<file path="config.mk">
export PLATFORM = sky130hd
export DESIGN_NAME = cubic_frobenius_bin_classifier
export DESIGN_NICKNAME = d
export VERILOG_FILES = /design/src/hw/rtl/cfbc_pkg.sv /design/src/hw/rtl/cfbc_ram.sv /design/src/hw/rtl/cfbc_ctrl.sv /design/src/hw/rtl/cfbc_datapath.sv /design/src/hw/rtl/cubic_frobenius_bin_classifier.sv
export SDC_FILE = /design/constraint.sdc
export NUM_CORES = 2
export LEC_CHECK = 0
export ABC_CLOCK_PERIOD_IN_PS = 7500
export BUFFER_PORTS_ARGS = -buffer_cell sky130_fd_sc_hd__buf_4
export CAP_MARGIN = 30
export CORE_UTILIZATION = 65
export CTS_CLUSTER_DIAMETER = 100
export DETAILED_ROUTE_END_ITERATION = 7
export HOLD_SLACK_MARGIN = 0.08
export PLACE_DENSITY = 0.78
export SETUP_SLACK_MARGIN = 0.5
export SLEW_MARGIN = 30
export SYNTH_ARGS = -nofsm -noshare
export SYNTH_HDL_FRONTEND = slang
export SYNTH_SLANG_ARGS = --single-unit
</file>
<file path="constraint.sdc">
create_clock -name clk -period 7.5 [get_ports clk]
set_clock_uncertainty 0.1 [all_clocks]
set_input_delay 0.375 -clock clk [delete_from_list [all_inputs] [get_ports clk]]
set_output_delay 0.375 -clock clk [all_outputs]
set_load 0.05 [all_outputs]
</file>
<file path="src/hw/rtl/cfbc_pkg.sv">
`default_nettype none
package cfbc_pkg;

    // Scratch slot address and micro-op encoding
    typedef logic [4:0] slot_t;
    typedef logic [4:0] step_t;

    typedef enum logic [1:0] {
        OP_ADD,
        OP_SUB,
        OP_MUL,
        OP_LD
    } op_t;

    // Immediate sources of a load (reduced mod p on the way in)
    typedef enum logic [2:0] {
        IMM_S,
        IMM_N,
        IMM_A,
        IMM_ZERO,
        IMM_ONE,
        IMM_TWO,
        IMM_THREE,
        IMM_SIX
    } imm_t;

    typedef struct packed {
        op_t   op;
        slot_t dst;
        slot_t srca;
        slot_t srcb;
    } uop_t;

    // Scratch memory map
    localparam slot_t SLOT_S     = 5'd0;
    localparam slot_t SLOT_N     = 5'd1;
    localparam slot_t SLOT_A     = 5'd2;
    localparam slot_t SLOT_ZERO  = 5'd3;
    localparam slot_t SLOT_ONE   = 5'd4;
    localparam slot_t SLOT_TWO   = 5'd5;
    localparam slot_t SLOT_THREE = 5'd6;
    localparam slot_t SLOT_ACC0  = 5'd7;
    localparam slot_t SLOT_ACC1  = 5'd8;
    localparam slot_t SLOT_ACC2  = 5'd9;
    localparam slot_t SLOT_BASE0 = 5'd10;
    localparam slot_t SLOT_BASE1 = 5'd11;
    localparam slot_t SLOT_BASE2 = 5'd12;
    localparam slot_t SLOT_T0    = 5'd13;
    localparam slot_t SLOT_T1    = 5'd14;
    localparam slot_t SLOT_T2    = 5'd15;
    localparam slot_t SLOT_T3    = 5'd16;
    localparam slot_t SLOT_T4    = 5'd17;
    localparam slot_t SLOT_M     = 5'd18;
    localparam slot_t SLOT_INV   = 5'd19;
    localparam slot_t SLOT_PB    = 5'd20;
    localparam slot_t SLOT_U     = 5'd21;
    localparam slot_t SLOT_U2    = 5'd22;
    localparam slot_t SLOT_SP    = 5'd23;
    localparam slot_t SLOT_NP    = 5'd24;
    localparam slot_t SLOT_AA    = 5'd25;
    localparam slot_t SLOT_BB    = 5'd26;
    localparam slot_t SLOT_C     = 5'd27;
    localparam slot_t SLOT_D     = 5'd28;
    localparam slot_t SLOT_W1    = 5'd29;
    localparam slot_t SLOT_W2    = 5'd30;
    localparam slot_t SLOT_SIX   = 5'd31;

    localparam int SLOT_COUNT = 32;

    // Register indexes of the config port
    localparam logic REG_FIELD_PRIME = 1'b0;
    localparam logic REG_CLASS_MULT  = 1'b1;

    // Micro-program selector
    typedef enum logic [2:0] {
        PROG_INIT,
        PROG_FMUL,
        PROG_FSQ,
        PROG_PMUL,
        PROG_PSQ,
        PROG_FIN
    } prog_t;

    typedef enum logic [3:0] {
        S_IDLE,
        S_ISSUE,
        S_WAIT,
        S_SRCH_START,
        S_SRCH,
        S_FROB_BIT,
        S_POW_START,
        S_POW_BIT,
        S_DONE
    } state_t;

    typedef enum logic [1:0] {
        PH_IDLE,
        PH_READ,
        PH_RED
    } phase_t;

    // Controller to datapath
    typedef struct packed {
        logic accept;
        logic srch_init;
        logic srch_step;
        logic exp_load_p;
        logic exp_load_pm2;
        logic exp_shift;
        logic issue;
        logic load_out;
        logic out_irr;
        uop_t uop;
    } cmd_t;

    // Datapath to controller
    typedef struct packed {
        logic p_small;
        logic f_zero;
        logic x_last;
        logic exp_lsb;
        logic exp_zero;
        logic done;
    } status_t;

    function automatic uop_t mk(op_t op, slot_t dst, slot_t srca, slot_t srcb);
        uop_t u;
        u.op   = op;
        u.dst  = dst;
        u.srca = srca;
        u.srcb = srcb;
        return u;
    endfunction

    function automatic uop_t mk_ld(slot_t dst, imm_t imm);
        return mk(OP_LD, dst, slot_t'(imm), SLOT_ZERO);
    endfunction

    // Load operands and constants, seed x^p and Fermat accumulators
    function automatic uop_t init_uop(step_t k);
        uop_t u;
        unique case (k)
            5'd0:    u = mk_ld(SLOT_S, IMM_S);
            5'd1:    u = mk_ld(SLOT_N, IMM_N);
            5'd2:    u = mk_ld(SLOT_A, IMM_A);
            5'd3:    u = mk_ld(SLOT_ZERO, IMM_ZERO);
            5'd4:    u = mk_ld(SLOT_ONE, IMM_ONE);
            5'd5:    u = mk_ld(SLOT_TWO, IMM_TWO);
            5'd6:    u = mk_ld(SLOT_THREE, IMM_THREE);
            5'd7:    u = mk_ld(SLOT_SIX, IMM_SIX);
            5'd8:    u = mk(OP_ADD, SLOT_ACC0, SLOT_ONE, SLOT_ZERO);
            5'd9:    u = mk(OP_ADD, SLOT_ACC1, SLOT_ZERO, SLOT_ZERO);
            5'd10:   u = mk(OP_ADD, SLOT_ACC2, SLOT_ZERO, SLOT_ZERO);
            5'd11:   u = mk(OP_ADD, SLOT_BASE0, SLOT_ZERO, SLOT_ZERO);
            5'd12:   u = mk(OP_ADD, SLOT_BASE1, SLOT_ONE, SLOT_ZERO);
            5'd13:   u = mk(OP_ADD, SLOT_BASE2, SLOT_ZERO, SLOT_ZERO);
            5'd14:   u = mk(OP_ADD, SLOT_INV, SLOT_ONE, SLOT_ZERO);
            5'd15:   u = mk(OP_MUL, SLOT_PB, SLOT_THREE, SLOT_A);
            default: u = mk(OP_ADD, SLOT_W1, SLOT_ZERO, SLOT_ZERO);
        endcase
        return u;
    endfunction

    // Residue product x*base mod x^3+s*x-n; x at xb, result at ob
    function automatic uop_t pmul_uop(step_t k, slot_t xb, slot_t ob);
        uop_t  u;
        slot_t x1;
        slot_t x2;
        slot_t o1;
        slot_t o2;
        x1 = slot_t'(xb + 5'd1);
        x2 = slot_t'(xb + 5'd2);
        o1 = slot_t'(ob + 5'd1);
        o2 = slot_t'(ob + 5'd2);
        unique case (k)
            5'd0:    u = mk(OP_MUL, SLOT_T0, xb, SLOT_BASE0);
            5'd1:    u = mk(OP_MUL, SLOT_T1, xb, SLOT_BASE1);
            5'd2:    u = mk(OP_MUL, SLOT_T2, xb, SLOT_BASE2);
            5'd3:    u = mk(OP_MUL, SLOT_M, x1, SLOT_BASE0);
            5'd4:    u = mk(OP_ADD, SLOT_T1, SLOT_T1, SLOT_M);
            5'd5:    u = mk(OP_MUL, SLOT_M, x1, SLOT_BASE1);
            5'd6:    u = mk(OP_ADD, SLOT_T2, SLOT_T2, SLOT_M);
            5'd7:    u = mk(OP_MUL, SLOT_T3, x1, SLOT_BASE2);
            5'd8:    u = mk(OP_MUL, SLOT_M, x2, SLOT_BASE0);
            5'd9:    u = mk(OP_ADD, SLOT_T2, SLOT_T2, SLOT_M);
            5'd10:   u = mk(OP_MUL, SLOT_M, x2, SLOT_BASE1);
            5'd11:   u = mk(OP_ADD, SLOT_T3, SLOT_T3, SLOT_M);
            5'd12:   u = mk(OP_MUL, SLOT_T4, x2, SLOT_BASE2);
            // fold x^4 then x^3 using x^3 = n - s*x
            5'd13:   u = mk(OP_MUL, SLOT_M, SLOT_T4, SLOT_N);
            5'd14:   u = mk(OP_ADD, SLOT_T1, SLOT_T1, SLOT_M);
            5'd15:   u = mk(OP_MUL, SLOT_M, SLOT_T4, SLOT_S);
            5'd16:   u = mk(OP_SUB, SLOT_T2, SLOT_T2, SLOT_M);
            5'd17:   u = mk(OP_MUL, SLOT_M, SLOT_T3, SLOT_N);
            5'd18:   u = mk(OP_ADD, SLOT_T0, SLOT_T0, SLOT_M);
            5'd19:   u = mk(OP_MUL, SLOT_M, SLOT_T3, SLOT_S);
            5'd20:   u = mk(OP_SUB, SLOT_T1, SLOT_T1, SLOT_M);
            5'd21:   u = mk(OP_ADD, ob, SLOT_T0, SLOT_ZERO);
            5'd22:   u = mk(OP_ADD, o1, SLOT_T1, SLOT_ZERO);
            5'd23:   u = mk(OP_ADD, o2, SLOT_T2, SLOT_ZERO);
            default: u = mk(OP_ADD, SLOT_W1, SLOT_ZERO, SLOT_ZERO);
        endcase
        return u;
    endfunction

    // Shift u, shifted coefficients, c and d
    function automatic uop_t fin_uop(step_t k);
        uop_t u;
        unique case (k)
            5'd0:    u = mk(OP_MUL, SLOT_W1, SLOT_ACC2, SLOT_INV);
            5'd1:    u = mk(OP_SUB, SLOT_U, SLOT_ZERO, SLOT_W1);
            5'd2:    u = mk(OP_MUL, SLOT_U2, SLOT_U, SLOT_U);
            5'd3:    u = mk(OP_MUL, SLOT_W1, SLOT_THREE, SLOT_U2);
            5'd4:    u = mk(OP_ADD, SLOT_SP, SLOT_S, SLOT_W1);
            5'd5:    u = mk(OP_MUL, SLOT_W1, SLOT_S, SLOT_U);
            5'd6:    u = mk(OP_ADD, SLOT_W2, SLOT_N, SLOT_W1);
            5'd7:    u = mk(OP_MUL, SLOT_W1, SLOT_U2, SLOT_U);
            5'd8:    u = mk(OP_ADD, SLOT_NP, SLOT_W2, SLOT_W1);
            5'd9:    u = mk(OP_MUL, SLOT_W1, SLOT_ACC1, SLOT_U);
            5'd10:   u = mk(OP_SUB, SLOT_W2, SLOT_ACC0, SLOT_W1);
            5'd11:   u = mk(OP_MUL, SLOT_W1, SLOT_ACC2, SLOT_U2);
            5'd12:   u = mk(OP_ADD, SLOT_W2, SLOT_W2, SLOT_W1);
            5'd13:   u = mk(OP_ADD, SLOT_AA, SLOT_W2, SLOT_U);
            5'd14:   u = mk(OP_MUL, SLOT_W1, SLOT_TWO, SLOT_ACC2);
            5'd15:   u = mk(OP_MUL, SLOT_W1, SLOT_W1, SLOT_U);
            5'd16:   u = mk(OP_SUB, SLOT_BB, SLOT_ACC1, SLOT_W1);
            5'd17:   u = mk(OP_MUL, SLOT_W1, SLOT_A, SLOT_SP);
            5'd18:   u = mk(OP_SUB, SLOT_C, SLOT_W1, SLOT_BB);
            5'd19:   u = mk(OP_SUB, SLOT_W2, SLOT_ZERO, SLOT_AA);
            5'd20:   u = mk(OP_MUL, SLOT_W1, SLOT_A, SLOT_NP);
            5'd21:   u = mk(OP_SUB, SLOT_D, SLOT_W2, SLOT_W1);
            default: u = mk(OP_ADD, SLOT_W1, SLOT_ZERO, SLOT_ZERO);
        endcase
        return u;
    endfunction

    function automatic step_t prog_last(prog_t pg);
        step_t l;
        unique case (pg)
            PROG_INIT: l = 5'd15;
            PROG_FMUL: l = 5'd23;
            PROG_FSQ:  l = 5'd23;
            PROG_PMUL: l = 5'd0;
            PROG_PSQ:  l = 5'd0;
            PROG_FIN:  l = 5'd21;
            default:   l = 5'd0;
        endcase
        return l;
    endfunction

endpackage
`default_nettype wire

</file>
<file path="src/hw/rtl/cfbc_ram.sv">
`default_nettype none
module cfbc_ram #(
    parameter int WIDTH = 16,
    parameter int DEPTH = 32
) (
    input  wire logic                     clk,
    input  wire logic                     we,
    input  wire logic [$clog2(DEPTH)-1:0] waddr,
    input  wire logic [WIDTH-1:0]         wdata,
    input  wire logic [$clog2(DEPTH)-1:0] raddr_a,
    input  wire logic [$clog2(DEPTH)-1:0] raddr_b,
    output logic      [WIDTH-1:0]         rdata_a,
    output logic      [WIDTH-1:0]         rdata_b
);

    logic [WIDTH-1:0] mem [DEPTH];

    // One write port, two registered read ports
    always_ff @(posedge clk)
    begin
        if (we)
        begin
            mem[waddr] <= wdata;
        end
        rdata_a <= mem[raddr_a];
        rdata_b <= mem[raddr_b];
    end

endmodule
`default_nettype wire

</file>
<file path="src/hw/rtl/cfbc_ctrl.sv">
`default_nettype none
module cfbc_ctrl (
    input  wire logic              clk,
    input  wire logic              rst_n,
    input  wire logic              in_valid,
    output logic                   in_stall,
    output logic                   out_valid,
    input  wire logic              out_stall,
    input  wire cfbc_pkg::status_t stat,
    output cfbc_pkg::cmd_t         cmd
);

    cfbc_pkg::state_t state_reg, state_next;
    cfbc_pkg::prog_t  prog_reg, prog_next;
    cfbc_pkg::step_t  step_reg, step_next;
    logic             irr_reg, irr_next;
    logic             valid_reg, valid_next;
    logic             prog_end;
    logic             out_free;

    assign prog_end  = stat.done && (step_reg == cfbc_pkg::prog_last(prog_reg));
    assign out_free  = !valid_reg || !out_stall;
    assign in_stall  = (state_reg != cfbc_pkg::S_IDLE);
    assign out_valid = valid_reg;

    always_ff @(posedge clk or negedge rst_n)
    begin
        if (!rst_n)
        begin
            state_reg <= cfbc_pkg::S_IDLE;
            prog_reg  <= cfbc_pkg::PROG_INIT;
            step_reg  <= '0;
            irr_reg   <= 1'b0;
            valid_reg <= 1'b0;
        end
        else
        begin
            state_reg <= state_next;
            prog_reg  <= prog_next;
            step_reg  <= step_next;
            irr_reg   <= irr_next;
            valid_reg <= valid_next;
        end
    end

    // Next state and sequencing registers
    always_comb
    begin
        state_next = state_reg;
        prog_next  = prog_reg;
        step_next  = step_reg;
        irr_next   = irr_reg;
        valid_next = valid_reg;
        if (valid_reg && !out_stall)
        begin
            valid_next = 1'b0;
        end
        unique case (state_reg)
            cfbc_pkg::S_IDLE:
            begin
                if (in_valid)
                begin
                    if (stat.p_small)
                    begin
                        irr_next   = 1'b0;
                        state_next = cfbc_pkg::S_DONE;
                    end
                    else
                    begin
                        prog_next  = cfbc_pkg::PROG_INIT;
                        step_next  = '0;
                        state_next = cfbc_pkg::S_ISSUE;
                    end
                end
            end
            cfbc_pkg::S_ISSUE:
            begin
                state_next = cfbc_pkg::S_WAIT;
            end
            cfbc_pkg::S_WAIT:
            begin
                if (prog_end)
                begin
                    step_next = '0;
                    unique case (prog_reg)
                        cfbc_pkg::PROG_INIT: state_next = cfbc_pkg::S_SRCH_START;
                        cfbc_pkg::PROG_FMUL:
                        begin
                            prog_next  = cfbc_pkg::PROG_FSQ;
                            state_next = cfbc_pkg::S_ISSUE;
                        end
                        cfbc_pkg::PROG_FSQ:  state_next = cfbc_pkg::S_FROB_BIT;
                        cfbc_pkg::PROG_PMUL:
                        begin
                            prog_next  = cfbc_pkg::PROG_PSQ;
                            state_next = cfbc_pkg::S_ISSUE;
                        end
                        cfbc_pkg::PROG_PSQ:  state_next = cfbc_pkg::S_POW_BIT;
                        cfbc_pkg::PROG_FIN:
                        begin
                            irr_next   = 1'b1;
                            state_next = cfbc_pkg::S_DONE;
                        end
                        default:             state_next = cfbc_pkg::S_IDLE;
                    endcase
                end
                else if (stat.done)
                begin
                    step_next  = cfbc_pkg::step_t'(step_reg + 5'd1);
                    state_next = cfbc_pkg::S_ISSUE;
                end
            end
            cfbc_pkg::S_SRCH_START:
            begin
                state_next = cfbc_pkg::S_SRCH;
            end
            cfbc_pkg::S_SRCH:
            begin
                if (stat.f_zero)
                begin
                    irr_next   = 1'b0;
                    state_next = cfbc_pkg::S_DONE;
                end
                else if (stat.x_last)
                begin
                    state_next = cfbc_pkg::S_FROB_BIT;
                end
            end
            cfbc_pkg::S_FROB_BIT:
            begin
                step_next = '0;
                if (stat.exp_zero)
                begin
                    state_next = cfbc_pkg::S_POW_START;
                end
                else
                begin
                    prog_next  = stat.exp_lsb ? cfbc_pkg::PROG_FMUL : cfbc_pkg::PROG_FSQ;
                    state_next = cfbc_pkg::S_ISSUE;
                end
            end
            cfbc_pkg::S_POW_START:
            begin
                state_next = cfbc_pkg::S_POW_BIT;
            end
            cfbc_pkg::S_POW_BIT:
            begin
                step_next  = '0;
                state_next = cfbc_pkg::S_ISSUE;
                if (stat.exp_zero)
                begin
                    prog_next = cfbc_pkg::PROG_FIN;
                end
                else
                begin
                    prog_next = stat.exp_lsb ? cfbc_pkg::PROG_PMUL : cfbc_pkg::PROG_PSQ;
                end
            end
            cfbc_pkg::S_DONE:
            begin
                if (out_free)
                begin
                    valid_next = 1'b1;
                    state_next = cfbc_pkg::S_IDLE;
                end
            end
            default:
            begin
                state_next = cfbc_pkg::S_IDLE;
            end
        endcase
    end

    // Commands to the datapath
    always_comb
    begin
        cmd              = '0;
        cmd.out_irr      = irr_reg;
        unique case (prog_reg)
            cfbc_pkg::PROG_INIT: cmd.uop = cfbc_pkg::init_uop(step_reg);
            cfbc_pkg::PROG_FMUL:
                cmd.uop = cfbc_pkg::pmul_uop(step_reg, cfbc_pkg::SLOT_ACC0, cfbc_pkg::SLOT_ACC0);
            cfbc_pkg::PROG_FSQ:
                cmd.uop = cfbc_pkg::pmul_uop(step_reg, cfbc_pkg::SLOT_BASE0,
                                             cfbc_pkg::SLOT_BASE0);
            cfbc_pkg::PROG_PMUL:
                cmd.uop = cfbc_pkg::mk(cfbc_pkg::OP_MUL, cfbc_pkg::SLOT_INV,
                                       cfbc_pkg::SLOT_INV, cfbc_pkg::SLOT_PB);
            cfbc_pkg::PROG_PSQ:
                cmd.uop = cfbc_pkg::mk(cfbc_pkg::OP_MUL, cfbc_pkg::SLOT_PB,
                                       cfbc_pkg::SLOT_PB, cfbc_pkg::SLOT_PB);
            cfbc_pkg::PROG_FIN:  cmd.uop = cfbc_pkg::fin_uop(step_reg);
            default:             cmd.uop = cfbc_pkg::init_uop(step_reg);
        endcase
        unique case (state_reg)
            cfbc_pkg::S_IDLE:       cmd.accept = in_valid;
            cfbc_pkg::S_ISSUE:      cmd.issue = 1'b1;
            cfbc_pkg::S_WAIT:
            begin
                cmd.exp_shift = prog_end && ((prog_reg == cfbc_pkg::PROG_FSQ)
                                             || (prog_reg == cfbc_pkg::PROG_PSQ));
            end
            cfbc_pkg::S_SRCH_START: cmd.srch_init = 1'b1;
            cfbc_pkg::S_SRCH:
            begin
                cmd.srch_step  = !stat.f_zero && !stat.x_last;
                cmd.exp_load_p = !stat.f_zero && stat.x_last;
            end
            cfbc_pkg::S_POW_START:  cmd.exp_load_pm2 = 1'b1;
            cfbc_pkg::S_DONE:       cmd.load_out = out_free;
            default:                cmd.issue = 1'b0;
        endcase
    end

endmodule
`default_nettype wire

</file>
<file path="src/hw/rtl/cfbc_datapath.sv">
`default_nettype none
module cfbc_datapath #(
    parameter int MOD_BITS = 16
) (
    input  wire logic             clk,
    input  wire logic             rst_n,
    input  wire logic [15:0]      field_prime,
    input  wire logic [15:0]      class_multiplier,
    input  wire logic [15:0]      coef_s,
    input  wire logic [15:0]      coef_n,
    input  wire cfbc_pkg::cmd_t   cmd,
    output cfbc_pkg::status_t     stat,
    output logic                  is_irreducible,
    output logic [15:0]           bin_index,
    output logic                  hits_bin
);

    localparam int MB  = MOD_BITS;
    // reduction shift register holds a full product or a raw 16-bit operand
    localparam int RW  = (2 * MB > 16) ? 2 * MB : 16;
    localparam int RCW = $clog2(RW + 1);

    logic [MB-1:0] p;
    logic [MB-1:0] pm1;

    cfbc_pkg::phase_t phase_reg, phase_next;
    cfbc_pkg::uop_t   op_reg, op_next;
    logic [RW-1:0]    sh_reg, sh_next;
    logic [MB-1:0]    r_reg, r_next;
    logic [RCW-1:0]   cnt_reg, cnt_next;

    logic [15:0]      raw_s_reg, raw_n_reg;
    logic [MB-1:0]    s_reg, n_reg, six_reg;
    logic [MB-1:0]    f_reg, d1_reg, d2_reg, x_reg;
    logic [MB-1:0]    exp_reg;
    logic [MB-1:0]    c_reg;
    logic             dz_reg;
    logic             irr_out_reg, hit_out_reg;
    logic [15:0]      bin_out_reg;

    logic [MB-1:0]    rd_a, rd_b;
    logic [2*MB-1:0]  prod;
    logic [15:0]      imm_val;
    logic [MB:0]      r_shift;
    logic [MB-1:0]    r_red;
    logic             we;
    logic [MB-1:0]    wdata;
    logic             done;

    function automatic logic [MB-1:0] add_mod(logic [MB-1:0] x, logic [MB-1:0] y,
                                              logic [MB-1:0] m);
        logic [MB:0] sum;
        sum = {1'b0, x} + {1'b0, y};
        if (sum >= {1'b0, m})
        begin
            sum = sum - {1'b0, m};
        end
        return sum[MB-1:0];
    endfunction

    function automatic logic [MB-1:0] sub_mod(logic [MB-1:0] x, logic [MB-1:0] y,
                                              logic [MB-1:0] m);
        logic [MB:0] diff;
        diff = {1'b0, x} - {1'b0, y};
        if (diff[MB])
        begin
            diff = diff + {1'b0, m};
        end
        return diff[MB-1:0];
    endfunction

    assign p   = MB'(field_prime);
    assign pm1 = p - MB'(1);

    cfbc_ram #(
        .WIDTH (MB),
        .DEPTH (cfbc_pkg::SLOT_COUNT)
    ) u_scratch (
        .clk     (clk),
        .we      (we),
        .waddr   (op_reg.dst),
        .wdata   (wdata),
        .raddr_a (cmd.uop.srca),
        .raddr_b (cmd.uop.srcb),
        .rdata_a (rd_a),
        .rdata_b (rd_b)
    );

    assign prod = {{MB{1'b0}}, rd_a} * {{MB{1'b0}}, rd_b};

    // Immediate operand of a load
    always_comb
    begin
        case (cfbc_pkg::imm_t'(op_reg.srca[2:0]))
            cfbc_pkg::IMM_S:     imm_val = raw_s_reg;
            cfbc_pkg::IMM_N:     imm_val = raw_n_reg;
            cfbc_pkg::IMM_A:     imm_val = class_multiplier;
            cfbc_pkg::IMM_ZERO:  imm_val = 16'd0;
            cfbc_pkg::IMM_ONE:   imm_val = 16'd1;
            cfbc_pkg::IMM_TWO:   imm_val = 16'd2;
            cfbc_pkg::IMM_THREE: imm_val = 16'd3;
            cfbc_pkg::IMM_SIX:   imm_val = 16'd6;
            default:             imm_val = 16'd0;
        endcase
    end

    // One bit of restoring reduction per cycle
    assign r_shift = {r_reg, sh_reg[RW-1]};
    always_comb
    begin
        if (r_shift >= {1'b0, p})
        begin
            r_red = MB'(r_shift - {1'b0, p});
        end
        else
        begin
            r_red = r_shift[MB-1:0];
        end
    end

    // Micro-op execution
    always_comb
    begin
        phase_next = phase_reg;
        op_next    = op_reg;
        sh_next    = sh_reg;
        r_next     = r_reg;
        cnt_next   = cnt_reg;
        we         = 1'b0;
        wdata      = '0;
        done       = 1'b0;
        unique case (phase_reg)
            cfbc_pkg::PH_IDLE:
            begin
                if (cmd.issue)
                begin
                    op_next    = cmd.uop;
                    phase_next = cfbc_pkg::PH_READ;
                end
            end
            cfbc_pkg::PH_READ:
            begin
                case (op_reg.op)
                    cfbc_pkg::OP_ADD:
                    begin
                        we         = 1'b1;
                        wdata      = add_mod(rd_a, rd_b, p);
                        done       = 1'b1;
                        phase_next = cfbc_pkg::PH_IDLE;
                    end
                    cfbc_pkg::OP_SUB:
                    begin
                        we         = 1'b1;
                        wdata      = sub_mod(rd_a, rd_b, p);
                        done       = 1'b1;
                        phase_next = cfbc_pkg::PH_IDLE;
                    end
                    cfbc_pkg::OP_MUL:
                    begin
                        sh_next    = RW'(prod);
                        r_next     = '0;
                        cnt_next   = RCW'(RW);
                        phase_next = cfbc_pkg::PH_RED;
                    end
                    default:
                    begin
                        sh_next    = RW'(imm_val);
                        r_next     = '0;
                        cnt_next   = RCW'(RW);
                        phase_next = cfbc_pkg::PH_RED;
                    end
                endcase
            end
            cfbc_pkg::PH_RED:
            begin
                sh_next  = sh_reg << 1;
                r_next   = r_red;
                cnt_next = cnt_reg - RCW'(1);
                if (cnt_reg == RCW'(1))
                begin
                    we         = 1'b1;
                    wdata      = r_red;
                    done       = 1'b1;
                    phase_next = cfbc_pkg::PH_IDLE;
                end
            end
            default:
            begin
                phase_next = cfbc_pkg::PH_IDLE;
            end
        endcase
    end

    always_ff @(posedge clk or negedge rst_n)
    begin
        if (!rst_n)
        begin
            phase_reg <= cfbc_pkg::PH_IDLE;
        end
        else
        begin
            phase_reg <= phase_next;
        end
    end

    // Operand, search and result registers
    always_ff @(posedge clk)
    begin
        op_reg  <= op_next;
        sh_reg  <= sh_next;
        r_reg   <= r_next;
        cnt_reg <= cnt_next;

        if (cmd.accept)
        begin
            raw_s_reg <= coef_s;
            raw_n_reg <= coef_n;
        end

        if (we)
        begin
            if (op_reg.dst == cfbc_pkg::SLOT_S)
            begin
                s_reg <= wdata;
            end
            if (op_reg.dst == cfbc_pkg::SLOT_N)
            begin
                n_reg <= wdata;
            end
            if (op_reg.dst == cfbc_pkg::SLOT_SIX)
            begin
                six_reg <= wdata;
            end
            if (op_reg.dst == cfbc_pkg::SLOT_C)
            begin
                c_reg <= wdata;
            end
            if (op_reg.dst == cfbc_pkg::SLOT_D)
            begin
                dz_reg <= (wdata == '0);
            end
        end

        // root search by forward differences of f(x) = x^3 + s*x - n
        if (cmd.srch_init)
        begin
            f_reg  <= (n_reg == '0) ? '0 : p - n_reg;
            d1_reg <= add_mod(s_reg, MB'(1), p);
            d2_reg <= six_reg;
            x_reg  <= '0;
        end
        else if (cmd.srch_step)
        begin
            f_reg  <= add_mod(f_reg, d1_reg, p);
            d1_reg <= add_mod(d1_reg, d2_reg, p);
            d2_reg <= add_mod(d2_reg, six_reg, p);
            x_reg  <= x_reg + MB'(1);
        end

        // exponent scanned from the low bit
        if (cmd.exp_load_p)
        begin
            exp_reg <= p;
        end
        else if (cmd.exp_load_pm2)
        begin
            exp_reg <= p - MB'(2);
        end
        else if (cmd.exp_shift)
        begin
            exp_reg <= exp_reg >> 1;
        end

        if (cmd.load_out)
        begin
            irr_out_reg <= cmd.out_irr;
            bin_out_reg <= cmd.out_irr ? 16'(c_reg) : 16'd0;
            hit_out_reg <= cmd.out_irr && dz_reg;
        end
    end

    assign stat.done      = done;
    assign stat.p_small   = (p < MB'(2));
    assign stat.f_zero    = (f_reg == '0);
    assign stat.x_last    = (x_reg == pm1);
    assign stat.exp_lsb   = exp_reg[0];
    assign stat.exp_zero  = (exp_reg == '0);

    assign is_irreducible = irr_out_reg;
    assign bin_index      = bin_out_reg;
    assign hits_bin       = hit_out_reg;

endmodule
`default_nettype wire

</file>
<file path="src/hw/rtl/cubic_frobenius_bin_classifier.sv">
`default_nettype none
// Cubic Frobenius bin classifier. Each request (coef_s, coef_n) names the cubic
// x^3 + s*x - n over F_p, p = field_prime. One result request follows each input
// request: is_irreducible, the bin c (zero when the cubic has a root) and hits_bin
// (irreducible and d == 0). Items are handled one at a time. The root search walks
// x = 0..p-1 at one element per cycle using forward differences. An irreducible
// cubic adds the x^p residue and the Fermat inverse, all run on one shared multiply
// unit with a bit-serial reduction of R = max(2*MOD_BITS, 16) bits. A result waiting
// in the output register does not block the next request; the user must write
// configuration only while idle, which the block itself does not enforce.
module cubic_frobenius_bin_classifier #(
    parameter int MOD_BITS = 16
) (
    input  wire logic        clk,
    input  wire logic        rst_n,
    input  wire logic        cfg_we,
    input  wire logic        cfg_index,
    input  wire logic [15:0] cfg_data,
    input  wire logic        in_valid,
    output logic             in_stall,
    input  wire logic [15:0] coef_s,
    input  wire logic [15:0] coef_n,
    output logic             out_valid,
    input  wire logic        out_stall,
    output logic             is_irreducible,
    output logic [15:0]      bin_index,
    output logic             hits_bin
);

    logic [15:0]       field_prime_reg;
    logic [15:0]       class_mult_reg;
    cfbc_pkg::cmd_t    cmd;
    cfbc_pkg::status_t stat;

    // Configuration registers
    always_ff @(posedge clk or negedge rst_n)
    begin
        if (!rst_n)
        begin
            field_prime_reg <= 16'd5;
            class_mult_reg  <= 16'd1;
        end
        else if (cfg_we)
        begin
            if (cfg_index == cfbc_pkg::REG_FIELD_PRIME)
            begin
                field_prime_reg <= cfg_data;
            end
            else
            begin
                class_mult_reg <= cfg_data;
            end
        end
    end

    cfbc_ctrl u_ctrl (
        .clk       (clk),
        .rst_n     (rst_n),
        .in_valid  (in_valid),
        .in_stall  (in_stall),
        .out_valid (out_valid),
        .out_stall (out_stall),
        .stat      (stat),
        .cmd       (cmd)
    );

    cfbc_datapath #(
        .MOD_BITS (MOD_BITS)
    ) u_datapath (
        .clk              (clk),
        .rst_n            (rst_n),
        .field_prime      (field_prime_reg),
        .class_multiplier (class_mult_reg),
        .coef_s           (coef_s),
        .coef_n           (coef_n),
        .cmd              (cmd),
        .stat             (stat),
        .is_irreducible   (is_irreducible),
        .bin_index        (bin_index),
        .hits_bin         (hits_bin)
    );

endmodule
`default_nettype wire

</file>
==> impl_results.md <==
- Slack of the worst reg-to-reg path: 670 ps
- Most used cells in the layout excluding fill and tap cells: nand2_1, edfxtp_1, inv_1, ha_1, nand3_1
- Standard cell area after detailed placement: 61230 um2
- Final design instance area without fill: 65350 um2
- Biggest fanout along the worst timing path: 15
- DRC Markers: 0
- Layout-stage area growth over the synthesis result: 10.85%
- Number of synthesized flops with an enable pin: 755
- Final count of pins violating max slew: 0
- Vias per cell: 6.663
- Maximum level of the CTS H-tree: 3
- Synthesized netlist net count: 6866
- Largest register FFs: 512
- Share of layout cells above drive strength 1: 8.272%
- Start of the worst register-to-register path: u_datapath.u_scratch.rdata_a[7]
- CTS tree: yes
- Post-layout min period: 6827 ps
- CP startpoint kind: flop
- Clock edge transition at the registers on the reported setup and hold paths: 60 ps
- Die width: 303.2 um
- Synthesized area per cell: 9.398 um2
- Combinational family with the most area after synthesis: simple AND/OR/NAND/NOR gates
- Maximum number of pins on one net before global-route repair: 125
- Hold path cells: 4
- Fraction of synthesis flops using an asynchronous set or reset pin: 5.640%
- Aggregate negative setup slack: 0 ps
- Worst max-slew margin expressed relative to the limit: 23.79%
- Routability cong.: 0.9690
- Crit path arrival time: 7190 ps
- Number of DRC violations after detailed-routing iteration 0: 6908
- Area of the placeable core: 89870 um2
- Dominant register cell in the synthesized netlist: edfxtp_1
- Number of antenna violations at the first check in global routing: 7
- Routed Antenna Nets: 0
- Number of buffers on the longest clock path: 3
- Worst setup path startpoint: u_datapath.u_scratch.rdata_a[7]
- RSZ-0062 raised after global routing: no
- Result of the run: complete, no violations
- Depth of the most critical reg-to-reg path: 25
- Die outline height: 303.2 um
- Remaining global-route overflow: 0
- Gate Count Post-Synth: 6273
- Number of maximum-capacitance constraint violations: 0
- Min-Delay Startpoint: cfg_we
- Post-synthesis sequential area ratio: 42.13%
- Via Count: 50.56k
- FF+latch count, synth: 851
- HPWL reported at the end of detailed placement: 124.8 mm
- Synth warnings: 0
- Hold WS: 103.9 ps
- Fmax: 146.5 MHz
- Initial Util: 65.59%
- Ports placed on the boundary: 74
- Post-layout worst setup margin: 672.9 ps
- Complex-gate fraction of the synthesized area: 13.20%
- Required time at the worst-slack endpoint: 7860 ps
- Worst Path Class, Setup: flop to flop
- Post-synthesis mux area share: 2.237%
- Adder and majority gate portion of the synthesized area: 14.09%
- Post-synthesis share of cell area spent on and, or, nand and nor gates: 20.19%
- Clock latency on the worst-skew pair: 730 ps
- Number of standard-cell rows in the floorplan: 110
- Total CTS buffers: 94
- Capture instance of the worst register-to-register path: u_datapath.sh_reg[31]
- Wire length of the first global-routing pass: 280.3 mm
- Final setup violating endpoints: 0
- Fin. Hold Viols: 0
- Master cell of the clock root buffer: clkbuf_16
- Total standard cell area after synthesis: 58950 um2
- Input/output buffers: 73
- Area of the die: 91900 um2
- Most common cell after layout, fill and taps aside: nand2_1
- # clock sinks: 851
- Hold Path End: field_prime_reg[2]
- Number of fill cells in the layout: 6433
- Total global routing track utilization: 40.34%
- First-pass DRT Iterations: 7
- Number of library cell types mapped by synthesis: 96
- Avg WL per Cell: 24.76 um
- Wire length after detailed routing: 187.9 mm
- Setup WS pre-CTS: 356.5 ps
- Actual transition at the worst max-transition pin: 1143 ps
- Worst hold path type: primary input to flop
- Crit. End Element: flop
- Share of the clock period used by the worst path: 91.03%
- Fraction of synthesized cell area in xor and xnor cells: 3.506%
- Count of nets after finishing: 6921
- Vias in the first global route: 47.83k
repair_timing:
item / 4_1_cts / 5_1_grt
resized for setup: 4 / 48
pin swaps: 0 / 11
cloned: 0 / 0
buffers inserted: 0 / 5
endpoints found under the setup margin: 2 / 3
hold buffers: 70 / 0
hold endpoints to repair: 133 / 0
routing by layer:
metal / wire [um] / global-route usage (%)
met4: 11590 / 22.84
met1: 69900 / 53.61
met2: 82780 / 61.37
met5: 83 / 0.5694
met3: 23540 / 8.910
critical path, cell delays in order, from the launching register on:
cell	delay (ps)
dfxtp_4	360
buf_8	160
and2_1	160
fa_1	530
inv_1	50
fa_1	420
fa_1	540
inv_1	50
fa_1	480
fa_1	490
inv_1	50
fa_1	480
inv_1	40
ha_1	340
a21oi_1	220
o21ai_0	200
a22oi_2	210
o211ai_1	180
and3_1	200
a2111oi_1	370
buf_4	180
o21bai_1	60
a21o_1	210
a31oi_2	210
xnor2_1	90
a22o_1	210
stage by stage:
| step | cells | utilization (%) |
|---|---|---|
| 2_1_floorplan | 6273 | - |
| 3_3_place_gp | 7331 | 68.07 |
| 3_5_place_dp | 7332 | 68.13 |
| 4_1_cts | 7577 | 72.45 |
| 5_1_grt | 7583 | 72.70 |
| 6_report | 7588 | 72.71 |
cell type report:
class,instances,area [um2],area share (%)
Tap cell,1176,1471,2.252
Multi-Input combinational cell,4705,31770,48.62
Sequential cell,851,24890,38.08
Antenna cell,5,12.51,0.01915
Timing Repair Buffer,307,2631,4.026
Clock inverter,50,614.3,0.9401
Clock buffer,125,2562,3.921
Inverter,369,1398,2.139
kinds of logic (layout without fill, tap and decap cells):
kind of cell / after synthesis / in the layout
mux: 127 / 127
simple gates: 2632 / 2632
buf+inv: 717 / 851
flops: 851 / 851
fa+ha+maj: 540 / 540
xor+xnor: 236 / 236
other cells: 0 / 5
compound gates: 1170 / 1170
worst max path at each step:
| stage | depth (start not counted) | slack, ps | end |
|---|---|---|---|
| detailed placement | 22 | 360 | u_datapath.sh_reg[30] |
| global route | 25 | 330 | u_datapath.sh_reg[31] |
| finish | 25 | 670 | u_datapath.sh_reg[31] |
| CTS | 24 | 500 | u_datapath.sh_reg[31] |
| global placement | 22 | 440 | u_datapath.sh_reg[30] |
| floorplan | 23 | 710 | u_datapath.sh_reg[30] |
synth_stat cells (37+ instances only):
cell type,count,area (um2)
a21o_1,73,548.0
and3_1,203,1270
nand3_1,316,1582
nor2_1,291,1092
a311oi_1,84,735.7
a21oi_1,236,1181
dfrtp_1,45,1126
edfxtp_1,755,22670
nor2b_1,53,331.6
inv_1,364,1366
buf_1,37,138.9
xor2_1,81,709.4
ha_1,332,4154
o21bai_1,37,277.8
xnor2_1,155,1358
o22ai_1,98,613.1
clkbuf_1,287,1077
and2_1,144,900.9
fa_1,207,4144
nor3_1,70,350.3
dfxtp_1,48,960.9
o21ai_0,185,925.9
nor4_1,39,244.0
mux2i_1,98,980.9
nand2_1,1373,5154
a31oi_1,189,1182
Power is not shown: default switching activity piles up to over one toggle a cycle in this logic, so the estimate is an artifact.
